===== src/hdl/lpl_mul.sv =====
module lpl_mul #(
   parameter int AW = 28,
   parameter int BW = 25
) (
   input  logic                    clock,
   input  logic signed [AW-1:0]    a,
   input  logic signed [BW-1:0]    b,
   input  logic signed [AW+BW-1:0] bias,
   output logic signed [AW+BW-1:0] p
);

   localparam int PW = AW + BW;

   logic signed [PW-1:0] p_ff;
   logic signed [PW-1:0] p_in;
   logic signed [PW-1:0] a_ext;
   logic signed [PW-1:0] b_ext;

   // Signed product plus a rounding bias; the sequencer shifts it afterward.
   assign a_ext = PW'(a);
   assign b_ext = PW'(b);
   assign p_in  = (a_ext * b_ext) + bias;

   always_ff @(posedge clock) begin
      p_ff <= p_in;
   end

   assign p = p_ff;

endmodule


===== config.mk =====
export PLATFORM = sky130hd
export DESIGN_NAME = lpl_mul
export DESIGN_NICKNAME = d
export VERILOG_FILES = /design/src/hdl/lpl_mul.sv
export SDC_FILE = /design/constraint.sdc
export NUM_CORES = 2
export LEC_CHECK = 0
export BUFFER_PORTS_ARGS = -buffer_cell sky130_fd_sc_hd__buf_4
export CAP_MARGIN = 10
export CORE_MARGIN = 2
export CORE_UTILIZATION = 40
export DETAILED_ROUTE_END_ITERATION = 8
export MAX_ROUTING_LAYER = met4
export SYNTH_ARGS = -nofsm -noshare
export SYNTH_HDL_FRONTEND = slang
export SYNTH_SLANG_ARGS = --single-unit
export TNS_END_PERCENT = 30

===== constraint.sdc =====
create_clock -name clock -period 15 [get_ports clock]
set_input_delay 3.75 -clock clock [delete_from_list [all_inputs] [get_ports clock]]
set_output_delay 3.75 -clock clock [all_outputs]
set_load 0.02 [all_outputs]

# After elaboration in Yosys (flattened, before gate mapping)
# Index checks and enable logic that the tools add are counted.
word_totals:
  regBits: 53
  wordCells: 3
op_classes:
  n_addsub: 1
  multipliers: 1
op_table:
  columns: ["op", "n"]
  rows:
  - ["$add 53x53->53", 1]
  - ["$mul 28x25->53", 1]

# Longest topological paths before layout
depth:
  ltp_word: 2
  mapped_depth: 27
  ltp_nobuf: 25

# Least setup slack after synthesis
# OpenSTA, ideal clock, no wires.
synth_timing:
  path_type: "input port to flip-flop"
  from: "input port b[1]"
  to: "register p_ff[49], in the netlist p[49]"
  setup_time_ps: 72
  arrival_ps: 10032
  t_required_ps: 14928
  slack_ps: 4896
  stages: 26
  n_path_buf: 3
  path_cell_list: "clkbuf_1 -> clkbuf_1 -> nand2_1 -> fa_1 -> inv_1 -> fa_1 -> inv_1 -> fa_1 -> fa_1 -> inv_1 -> fa_1 -> fa_1 -> inv_1 -> fa_1 -> inv_1 -> ha_1 -> clkbuf_1 -> a21oi_1 -> o21ai_0 -> a221oi_1 -> o21ai_1 -> o211ai_2 -> a21boi_2 -> a221o_1 -> a21oi_1 -> xnor2_1"
synth_via:
  elab_chain_len: 2
synth_rtl:
  columns: ["item", "line_no", "rtl"]
  rows:
  - ["start: declaration", "7", "input logic signed [BW-1:0] b,"]
  - ["$mul 28x25->53", "22", "assign p_in = (a_ext * b_ext) + bias;"]
  - ["$add 53x53->53", "22", null]
  - ["via p_in[49]", "15", "logic signed [PW-1:0] p_in;"]
  - ["end signal: assignment", "25", "p_ff <= p_in;"]
  - ["end: declaration", "14", "logic signed [PW-1:0] p_ff;"]
# The timed path passes the listed nets, and every way through them passes these cells.

# Worst setup path in the final report
layout_timing:
  from: "input port b[1]"
  to: "register p_ff[51], in the netlist p[51]"
# The elaborated chain is that of the path after synthesis.

==> flow_metrics.env <==
export IMPL_min_period_ps=11440
export IMPL_drcViolationCount=0
export IMPL_h_tree_depth=2
export IMPL_ys_ff_latch=53
export IMPL_maxSlewViolCount=0
export IMPL_syn_nets=4141
export IMPL_cts_setup_buffers=0
export IMPL_utilization=0.434
export IMPL_grt_usage=0.219
export IMPL_drive_gt1_frac=0.0614
export IMPL_hold_class="input pin to flop"
export IMPL_largest_reg_flops=53
export IMPL_dpl_instance_area_sq_um=30300
export IMPL_first_pass_iters=5
export IMPL_vias=19500
export IMPL_worstPathArrival_ps=11730
export IMPL_fin_tns_setup_ps=0
export IMPL_grt_pass1_vias=21600
export IMPL_clock_tree_buffer_depth=2
export IMPL_cap_viol_max_count=0
export IMPL_root_buffer="clkbuf_16"
export IMPL_crit_path_end_kind="flop"
export IMPL_synth_distinct_cells=55
export IMPL_hold_viol=0
export IMPL_cts_resized=0
export IMPL_final_cell_mix="850 x inv_1, 794 x fa_1, 429 x nand2_1"
export IMPL_grt_pass1_wl_microns=121000
export IMPL_wirelength_microns=73100
export IMPL_ios=160
export IMPL_die_w_microns=271
export IMPL_clock_sinks=53
export IMPL_fmaxAchievable_mhz=87.4
export IMPL_gp_congestion=0.913
export IMPL_startpoint_type="input pin"
export IMPL_final_nets=4169
export IMPL_rows=97
export IMPL_post_drt_wl_per_cell_microns=18.1
export IMPL_numCtsBuffers=5
export IMPL_fp_dieH_microns=271
export IMPL_place_inst=4027
export IMPL_rsz0062_at_grt="false"
export IMPL_antenna_cells=0
export IMPL_final_common_cell="inv_1"
export IMPL_start_util=0.405
export IMPL_syn_inst=3066
export IMPL_instances_no_fill=4035
export IMPL_fillers=6974
export IMPL_dp_hpwl_microns=62100
export IMPL_ys_warn_count=0
export IMPL_synth_async_reset_ratio=0
export IMPL_cp_max_fo=28
export IMPL_synth_edf_count=0
export IMPL_syn_area_sq_um=28500
export IMPL_grt_overflow_total=0
export IMPL_clk_pin_slew_ps=100
export IMPL_worst_setup_path_type="input pin to flop"
export IMPL_synthFlopType="dfxtp_1"
export IMPL_cp_required_ps=15300
export IMPL_ys_seq_area_frac=0.0373
export IMPL_outcome="completed"
export IMPL_ant_nets=0
export IMPL_relSlewSlack=0.325
export IMPL_via_per_inst=4.84
export IMPL_synthToLayoutAreaGrowth_pct=7.02
export IMPL_dieArea_sq_um=73300
export IMPL_port_buffers=159
export IMPL_finalSetupViolCount=0
export IMPL_min_period_over_period=0.762
export IMPL_cts_hold_buf=0
export IMPL_grt_max_degree=29
export IMPL_antenna_found_initial=0
export IMPL_drt_initial_drc_count=942
export IMPL_synth_avg_cell_area_sq_um=9.29
export IMPL_worstMarginPinSlew_ps=1010
export IMPL_cts_tree="built"
export IMPL_core_area_sq_um=70300
export IMPL_fin_area_sq_um=30500
-- cells in the mapped netlist (all sizes together) (6+ instances only) --
library cell	number	area (sq um)
and2	282	1760
o21bai	6	45.0
o21ai	38	194
dfxtp	53	1060
o31ai	6	73.8
ha	174	2180
fa	794	15900
nor3	10	50.1
xnor2	38	333
nor2	51	191
a21oi	50	258
xor2	24	210
nand3	12	70.1
a211oi	6	45.0
and3	6	37.5
nand2	429	1610
o21a	6	45.0
a21o	28	210
inv	850	3190
a31oi	9	62.6
nand4	7	43.8
clkbuf	136	513
nand2b	14	87.6
-- final timing paths --
path | start | endpoint | depth (start not counted)
max | b[1] | p[51] | 21
min | bias[0] | p[0] | 2
-- final cells by class --
type	count	area (sq um)	area share
inverter	850	3190	0.105
multi-input combinational	2022	23700	0.777
clock inverter	1	7.51	0.000246
clock buffer	7	133	0.00435
timing repair buffer	162	1220	0.0399
sequential	53	1060	0.0348
tap	940	1180	0.0386
-- routing by layer --
layer	global-route usage	vias up	wire length [microns]
met5	-	-	0
met4	0.0603	0	2040
li1	-	8742	-
met1	0.272	10300	29700
met2	0.382	450	38600
met3	0.0187	85	2700
-- cell families (layout without fill, tap and decap cells) --
group,count (synthesis),after routing,share of synthesized area
AOI/OAI and AO/OA,168,168,0.0397
buffers and inverters,991,1020,0.131
muxes,1,1,0.000351
xor gates and xnor gates,62,62,0.0191
and+or+nand+nor,823,823,0.138
DFF,53,53,0.0373
adders and majority gates,968,968,0.635
-- per-stage QoR --
stage | worst slack, ps | hold WS (ps)
final | 3560 | 3620
after global routing | 3270 | 3620
after CTS | 3570 | 3610
after detailed placement | 3170 | 3990
after global placement | 3220 | 3990
after floorplan | 4900 | 3880
-- critical path: stages --
cell and delay [ps]:
buf_4 310, nand2_1 160, inv_1 150, fa_1 630
inv_1 670, fa_1 690, inv_1 50, fa_1 520
fa_1 440, fa_1 570, fa_1 410, ha_1 470
nand4_1 260, nor4_2 500, nand2_1 160, a21oi_1 620
o211ai_2 190, a21boi_2 420, a31oi_1 210, o31ai_2 300
xor2_1 160
Power is left out: the tool's default activity adds up to more than one toggle a clock period on the data nets, which glitch-free logic cannot reach.
