`src/hdl/lpl_pkg.sv`:
```
package lpl_pkg;

   // Default build parameters.
   localparam int DEF_MAX_LOOKAHEAD = 512;
   localparam int DEF_SAMPLE_WIDTH  = 24;

   // Fixed field formats.
   localparam int DRIVE_WIDTH = 20;
   localparam int DRIVE_FRAC  = 16;
   localparam int CEIL_WIDTH  = 24;
   localparam int COEF_WIDTH  = 16;
   localparam int COEF_FRAC   = 16;
   localparam int LEN_WIDTH   = 10;
   localparam int GAIN_WIDTH  = 24;
   localparam int GAIN_FRAC   = 23;

   localparam logic [GAIN_WIDTH-1:0] GAIN_ONE = 24'h800000;

   // Control register file.
   localparam int CSR_INDEX_WIDTH = 3;
   localparam int CSR_DATA_WIDTH  = 24;

   localparam logic [CSR_INDEX_WIDTH-1:0] CSR_DRIVE     = 3'd0;
   localparam logic [CSR_INDEX_WIDTH-1:0] CSR_CEILING   = 3'd1;
   localparam logic [CSR_INDEX_WIDTH-1:0] CSR_ATTACK    = 3'd2;
   localparam logic [CSR_INDEX_WIDTH-1:0] CSR_RELEASE   = 3'd3;
   localparam logic [CSR_INDEX_WIDTH-1:0] CSR_LOOKAHEAD = 3'd4;
   localparam logic [CSR_INDEX_WIDTH-1:0] CSR_MONO      = 3'd5;

   localparam logic [DRIVE_WIDTH-1:0] DRIVE_RESET     = 20'd92572;
   localparam logic [CEIL_WIDTH-1:0]  CEILING_RESET   = 24'd7919373;
   localparam logic [COEF_WIDTH-1:0]  ATTACK_RESET    = 16'd64185;
   localparam logic [COEF_WIDTH-1:0]  RELEASE_RESET   = 16'd64185;
   localparam logic [LEN_WIDTH-1:0]   LOOKAHEAD_RESET = 10'd144;

   // Handshake between the sequencer and the divider.
   typedef struct packed {
      logic busy;
      logic done;
   } div_status_type;

endpackage

```
`src/hdl/lpl_div.sv`:
```
module lpl_div #(
   parameter int DW = 28
) (
   input  logic                              clock,
   input  logic                              reset,
   input  logic                              start,
   input  logic [DW-1:0]                     dividend,
   input  logic [DW-1:0]                     divisor,
   output logic [lpl_pkg::GAIN_FRAC-1:0]     quotient,
   output lpl_pkg::div_status_type           status
);

   import lpl_pkg::*;

   localparam int CW = $clog2(GAIN_FRAC + 1);

   logic [DW-1:0]        rem_ff, rem_in;
   logic [DW-1:0]        dvs_ff, dvs_in;
   logic [GAIN_FRAC-1:0] quo_ff, quo_in;
   logic [CW-1:0]        cnt_ff, cnt_in;
   logic                 busy_ff, busy_in;
   logic                 done_ff, done_in;
   logic [DW:0]          shifted;
   logic [DW:0]          trial;

   // Restoring division, one quotient bit a cycle. The dividend is below the
   // divisor, so the quotient of dividend * 2^GAIN_FRAC fits GAIN_FRAC bits.
   always_comb begin
      shifted = {rem_ff, 1'b0};
      trial   = shifted - {1'b0, dvs_ff};
      rem_in  = rem_ff;
      dvs_in  = dvs_ff;
      quo_in  = quo_ff;
      cnt_in  = cnt_ff;
      busy_in = busy_ff;
      done_in = 1'b0;
      if (start) begin
         rem_in  = dividend;
         dvs_in  = divisor;
         quo_in  = '0;
         cnt_in  = CW'(GAIN_FRAC);
         busy_in = 1'b1;
      end else if (busy_ff) begin
         if (shifted >= {1'b0, dvs_ff}) begin
            rem_in = trial[DW-1:0];
            quo_in = {quo_ff[GAIN_FRAC-2:0], 1'b1};
         end else begin
            rem_in = shifted[DW-1:0];
            quo_in = {quo_ff[GAIN_FRAC-2:0], 1'b0};
         end
         cnt_in = cnt_ff - CW'(1);
         if (cnt_ff == CW'(1)) begin
            busy_in = 1'b0;
            done_in = 1'b1;
         end
      end
   end

   always_ff @(posedge clock) begin
      if (reset) begin
         busy_ff <= 1'b0;
         done_ff <= 1'b0;
         cnt_ff  <= '0;
      end else begin
         busy_ff <= busy_in;
         done_ff <= done_in;
         cnt_ff  <= cnt_in;
      end
   end

   always_ff @(posedge clock) begin
      rem_ff <= rem_in;
      dvs_ff <= dvs_in;
      quo_ff <= quo_in;
   end

   assign quotient    = quo_ff;
   assign status.busy = busy_ff;
   assign status.done = done_ff;

endmodule

```
`config.mk`:
```
export PLATFORM = sky130hd
export DESIGN_NAME = lpl_div
export DESIGN_NICKNAME = d
export VERILOG_FILES = /design/src/hdl/lpl_pkg.sv /design/src/hdl/lpl_div.sv
export SDC_FILE = /design/constraint.sdc
export NUM_CORES = 1
export LEC_CHECK = 0
export CORE_MARGIN = 1.5
export CORE_UTILIZATION = 55
export DETAILED_ROUTE_END_ITERATION = 7
export DONT_BUFFER_PORTS = 1
export PLACE_DENSITY_LB_ADDON = 0.2
export SETUP_SLACK_MARGIN = 0.15
export SLEW_MARGIN = 20
export SYNTH_ARGS = -nofsm -noshare
export SYNTH_HDL_FRONTEND = slang
export SYNTH_SLANG_ARGS = --single-unit
```
`constraint.sdc`:
```
create_clock -name clock -period 3.85 [get_ports clock]
set_clock_uncertainty 0.15 [all_clocks]
set_input_delay 0.77 -clock clock [delete_from_list [all_inputs] [get_ports clock]]
set_output_delay 0.77 -clock clock [all_outputs]
set_load 0.01 [all_outputs]
```
# Word-level counts from Yosys, hierarchy flattened
# Cells that the tools add are included.
[totals]
register_bits = 86
elab_cells = 25
out_inout_bits = 25
mem_bits_rw = 0
input_bits = 59
memories = 0
latchBits = 0
romBits = 0
[classes]
shift = 0
bitwise_logic = 1
n_lt_le_gt_ge = 1
multipliers = 0
n_eq_ne = 1
n_mux = 10
addsub = 2
reduce_logical = 3
div = 0
[ops]
columns = ["operator", "count"]
rows = [
  ["$mux W28", 3],
  ["$ge A29 B28 Y1", 1],
  ["$sub A28 B28 Y28", 1],
  ["$mux W5", 2],
  ["$eq A5 B1 Y1 const B", 1],
  ["$mux W1", 5],
  ["$sub A5 B1 Y5 const B", 1],
  ["$reduce_or A3 Y1", 1],
  ["$reduce_bool A2 Y1", 1],
  ["$reduce_or A2 Y1", 1],
  ["$not A1 Y1", 1],
]

# Depth between registers and ports, before layout
[logic_depth]
depth_word = 4
mapped_depth = 12
mapped_depth_nobuf = 10

# Worst setup path after synthesis
# Ideal clock, no wire load.
[synth_path]
path_type = "register -> register"
start = "register rem_ff[2]"
end = "register rem_ff[27], data pin"
stages_incl_launch_ff = 10
arrival_time_ns = 2.367
setup_time_ns = 0.266
period_less_slack_ns = 2.783
t_required_ns = 3.434
path_buffers = 0
setup_slack_ns = 1.067
path_cell_list = "edfxtp_1 > ha_1 > and3_4 > o21ai_4 > a2111oi_4 > o31ai_2 > a211o_1 > a21o_1 > a2111oi_2 > nor3b_1"
[synth_via]
elab_chain_cells = 4
elab_cells_between_ends = 5
classes_between = "1 x add/sub; 1 x order compare; 3 x mux"
[synth_lines]
columns = ["item", "line_no", "source"]
rows = [
  ["start: declaration", "lpl_div.sv:17", "logic [DW-1:0] rem_ff, rem_in;"],
  ["start signal: assignment", "lpl_div.sv:72", "rem_ff <= rem_in;"],
  ["$sub A28 B28 Y28 or $ge A29 B28 Y1 (tied branches)", "lpl_div.sv:30, lpl_div.sv:44", ""],
  ["$mux W28 *", "lpl_div.sv:44", "if (shifted >= {1'b0, dvs_ff}) begin"],
  ["$mux W28 *", "lpl_div.sv:43", "end else if (busy_ff) begin"],
  ["$mux W28 *", "lpl_div.sv:37", "if (start) begin"],
  ["named net rem_in[27]", "lpl_div.sv:17", ""],
]
# Mark *: on every way through the listed nets, which the timed path passes. The rest lies on a longest branch. The select of a mux whose other input is x is not followed.
# A chain may end at the register's enable or synchronous reset.

# Worst setup path after layout
[layout_path]
start = "register rem_ff[6]"
end = "register rem_ff[13], data pin"
# The elaborated chain is that of the path after synthesis.

==> flow_summary.ini <==
[critical_path]
path_max_fanout = 18
rrSetupSlack_ns = 0.51
cp-end-kind = flip-flop
critPathKind = flip-flop to flip-flop
reg2reg_from = rem_ff[6]
arrival_ns = 3.29
required_ns = 3.81
r2r-end = rem_ff[13]
crit_start = rem_ff[6]
ff2ff_path_depth = 10
critical_path.cell_chain = ha_1 -> a21oi_2 -> nand2_1 -> a221o_1 -> o21ai_2 -> nand3_1 -> a21oi_4 -> buf_4 -> mux2i_1 -> a21oi_1
critPathLaunchType = flip-flop
endpoint = rem_ff[13]
max_stage_delay_ns = 0.50
cpMaxStageDelayCell = a21oi_4

[sta]
final.setup.tns_ns = 0
fmax_mhz = 300
drv_slew = 0
worstMarginPinSlew_ns = 0.738
post-route-period-util_pct = 86.7
rsz0062_at_grt = false
whs_ns = 0.304
fin_crit_ns = 3.34
setup_viol = 0
relSlewSlack_pct = 50.8
hold_viol_final = 0

[cells_and_area]
n_antenna_cell = 0
final_nets = 594
syn2layout_area_growth_pct = 5.82
fin_util_pct = 60.7
drive_above_1_share_pct = 6.88

[floorplan]
ios = 84
die_x_um = 98.8
core_um2 = 8810
rows = 34
die_area_um2 = 9770
fp.dieH_um = 98.8
start_util_pct = 57.3

[yosys]
yosys.area.top_type_share_pct = 33.3
ys_seq_area_share_pct = 45.2
synth_cell_types = 59
synth-compound-area-share_pct = 15.5
synth_edf_count = 56
yosys-mux-area-fraction_pct = 9.14
synth_area_leaders = edfxtp_1 33%, dfxtp_1 12%, mux2i_1 8.9%
synth_top_family_by_area = compound AO/OA/AOI/OAI gates
yosys_register_bits = 86
synth_top_area_cell = edfxtp_1
synth-xor-area-share_pct = 4.51
synth_adder_area_share_pct = 7.83
async_flop_share_pct = 0
syn_avg_cell_area_um2 = 9.98
synth_top_flop_cell = edfxtp_1
syn_inst = 506
synth_area_um2 = 5050
synthSimpleGateAreaFrac_pct = 12.8
syn-num-nets = 596
yosysWarnings = 0

[route]
drtPass1Iterations = 6
wl_mm = 10.1
ant_nets = 0
vias_per_cell = 5.88
drc = 3
drtIter0Drc = 135
routed-via-count = 3629
wire_per_inst_um = 16.4

[job]
maxCapViolCount = 0

[worst_hold_path]
hold_start = reset
holdCritPathClass = primary input to flip-flop

[run_status]
status = complete, but fails checks
failed_checks = design-rule violations

[grt]
grt_pass1_vias = 3636
track_usage_pct = 21.5
grt_max_degree = 68
grt_pass1_wl_mm = 16.9
antenna_found_initial = 0
overflow = 0

[clock_network]
clkTransAtPathRegs_ns = 0.11
cts_buffers = 9
cts_tree = built
post_cts_buffers = 0
ctsResizeCount = 0
htreeDepth = 3
insertion_delay_ns = 0.37
clock-sinks = 86
hold_buffers = 0
clock_path_buffers = 2
cts-root-buf = clkbuf_8

[power]
ir_drop_mv = 0.283
power_density_nw_per_um2 = 563
p_leak_nw = 2.14

[placed_design]
dp_hpwl_mm = 7.31
port_buffers = 0
gp_congestion = 0.841
[synthesized netlist by cell type (all sizes together), types with 3 or more instances]
cell,count
nor2b,5
inv,43
mux2i,45
and2,4
buf,8
a211oi,4
a2111oi,3
ha,30
nor3,7
xor2,7
nor2,64
edfxtp,56
o31ai,3
xnor2,19
o21a,6
nand3,11
a21oi,55
clkbuf,11
and3,6
dfxtp,30
o21ai,17
nand2,24
a221o,3
a21o,9
[where the power goes]
part	switching, mW	internal [mW]	total, mW
Combinational	0.672	0.514	1.19
Clock	0.382	0.257	0.638
Sequential	0.0598	1.12	1.18
[cell families after synthesis]
group,Yosys count
xor+xnor,26
mux,46
fa+ha+maj,31
compound gates,117
simple gates,138
buf+inv,62
flops,86
[critical path, delay by kind of cell (launching register included)]
kind            cells  cell delay (ns)
fa+ha+maj           1             0.39
mux                 1             0.22
flops               1             0.41
simple gates        2             0.23
buf+inv             1             0.32
compound gates      5             1.34
[placed cells by master (no fill, tap or decap), types with 2 or more instances in the layout]
cell type / instances
a2111oi_2: 2
nor3b_1: 2
a2bb2oi_1: 2
a221o_1: 3
nand2b_1: 2
a211o_1: 2
o31ai_1: 2
and2_1: 3
clkbuf_8: 9
nor2b_1: 5
o21ai_0: 15
a21o_1: 9
inv_1: 43
nor3_1: 7
nand2_1: 24
dfxtp_1: 30
o21bai_1: 2
a21oi_1: 52
a31oi_1: 2
xnor2_1: 19
nand3_1: 11
xor2_1: 7
ha_1: 30
nor2_1: 64
nor4_1: 2
inv_8: 3
nor4b_1: 2
a211oi_1: 4
nand4_1: 2
mux2i_1: 45
clkinv_4: 3
a21oi_2: 2
o21a_1: 6
edfxtp_1: 56
and3_1: 5
buf_4: 6
o211ai_1: 2
[metrics by stage]
| step | area [µm²] | power [mW] | setup slack [ns] | cells |
|---|---|---|---|---|
| global placement | 5140 | 2.36 | 0.643 | 601 |
| floorplan | 5050 | 2.16 | 1.07 | 506 |
| global route | 5340 | 3.21 | 0.273 | 617 |
| CTS | 5340 | 3.02 | 0.489 | 617 |
| finish | 5340 | 3.01 | 0.512 | 617 |
| detailed placement | 5140 | 2.38 | 0.511 | 601 |
[metal layers]
layer | track usage [%] | routed length [µm] | vias to the layer above
li1 | - | - | 1799
met1 | 28.5 | 4850 | 1746
met2 | 34.6 | 4670 | 69
met3 | 5.82 | 461 | 15
met4 | 6.26 | 123 | 0
met5 | 0 | 0 | -
[state kept, by name (all words and copies together) (netlist names)]
| name | count |
|---|---|
| quotient | 23 |
| dvs_ff | 28 |
| rem_ff | 28 |
| busy_ff | 1 |
| cnt_ff | 5 |
| done_ff | 1 |
[how the worst min path moves through the flow]
stage,depth (start not counted),slack (ns),endpoint
after floorplan,2,0.37,quotient[0]
after global placement,2,0.39,cnt_ff[4]
after detailed placement,2,0.39,cnt_ff[4]
after CTS,1,0.29,quotient[21]
after global routing,1,0.28,quotient[6]
final,1,0.30,cnt_ff[0]
[cell type report]
| type | count | area, µm² |
|---|---|---|
| Timing Repair Buffer | 6 | 45.0 |
| Fill cell | 759 | 3460 |
| Clock buffer | 9 | 124 |
| Inverter | 43 | 161 |
| Multi-Input combinational cell | 358 | 2520 |
| Clock inverter | 7 | 76.3 |
| Tap cell | 108 | 135 |
| Sequential cell | 86 | 2280 |
Note: power is estimated with default switching activity, not from simulation.
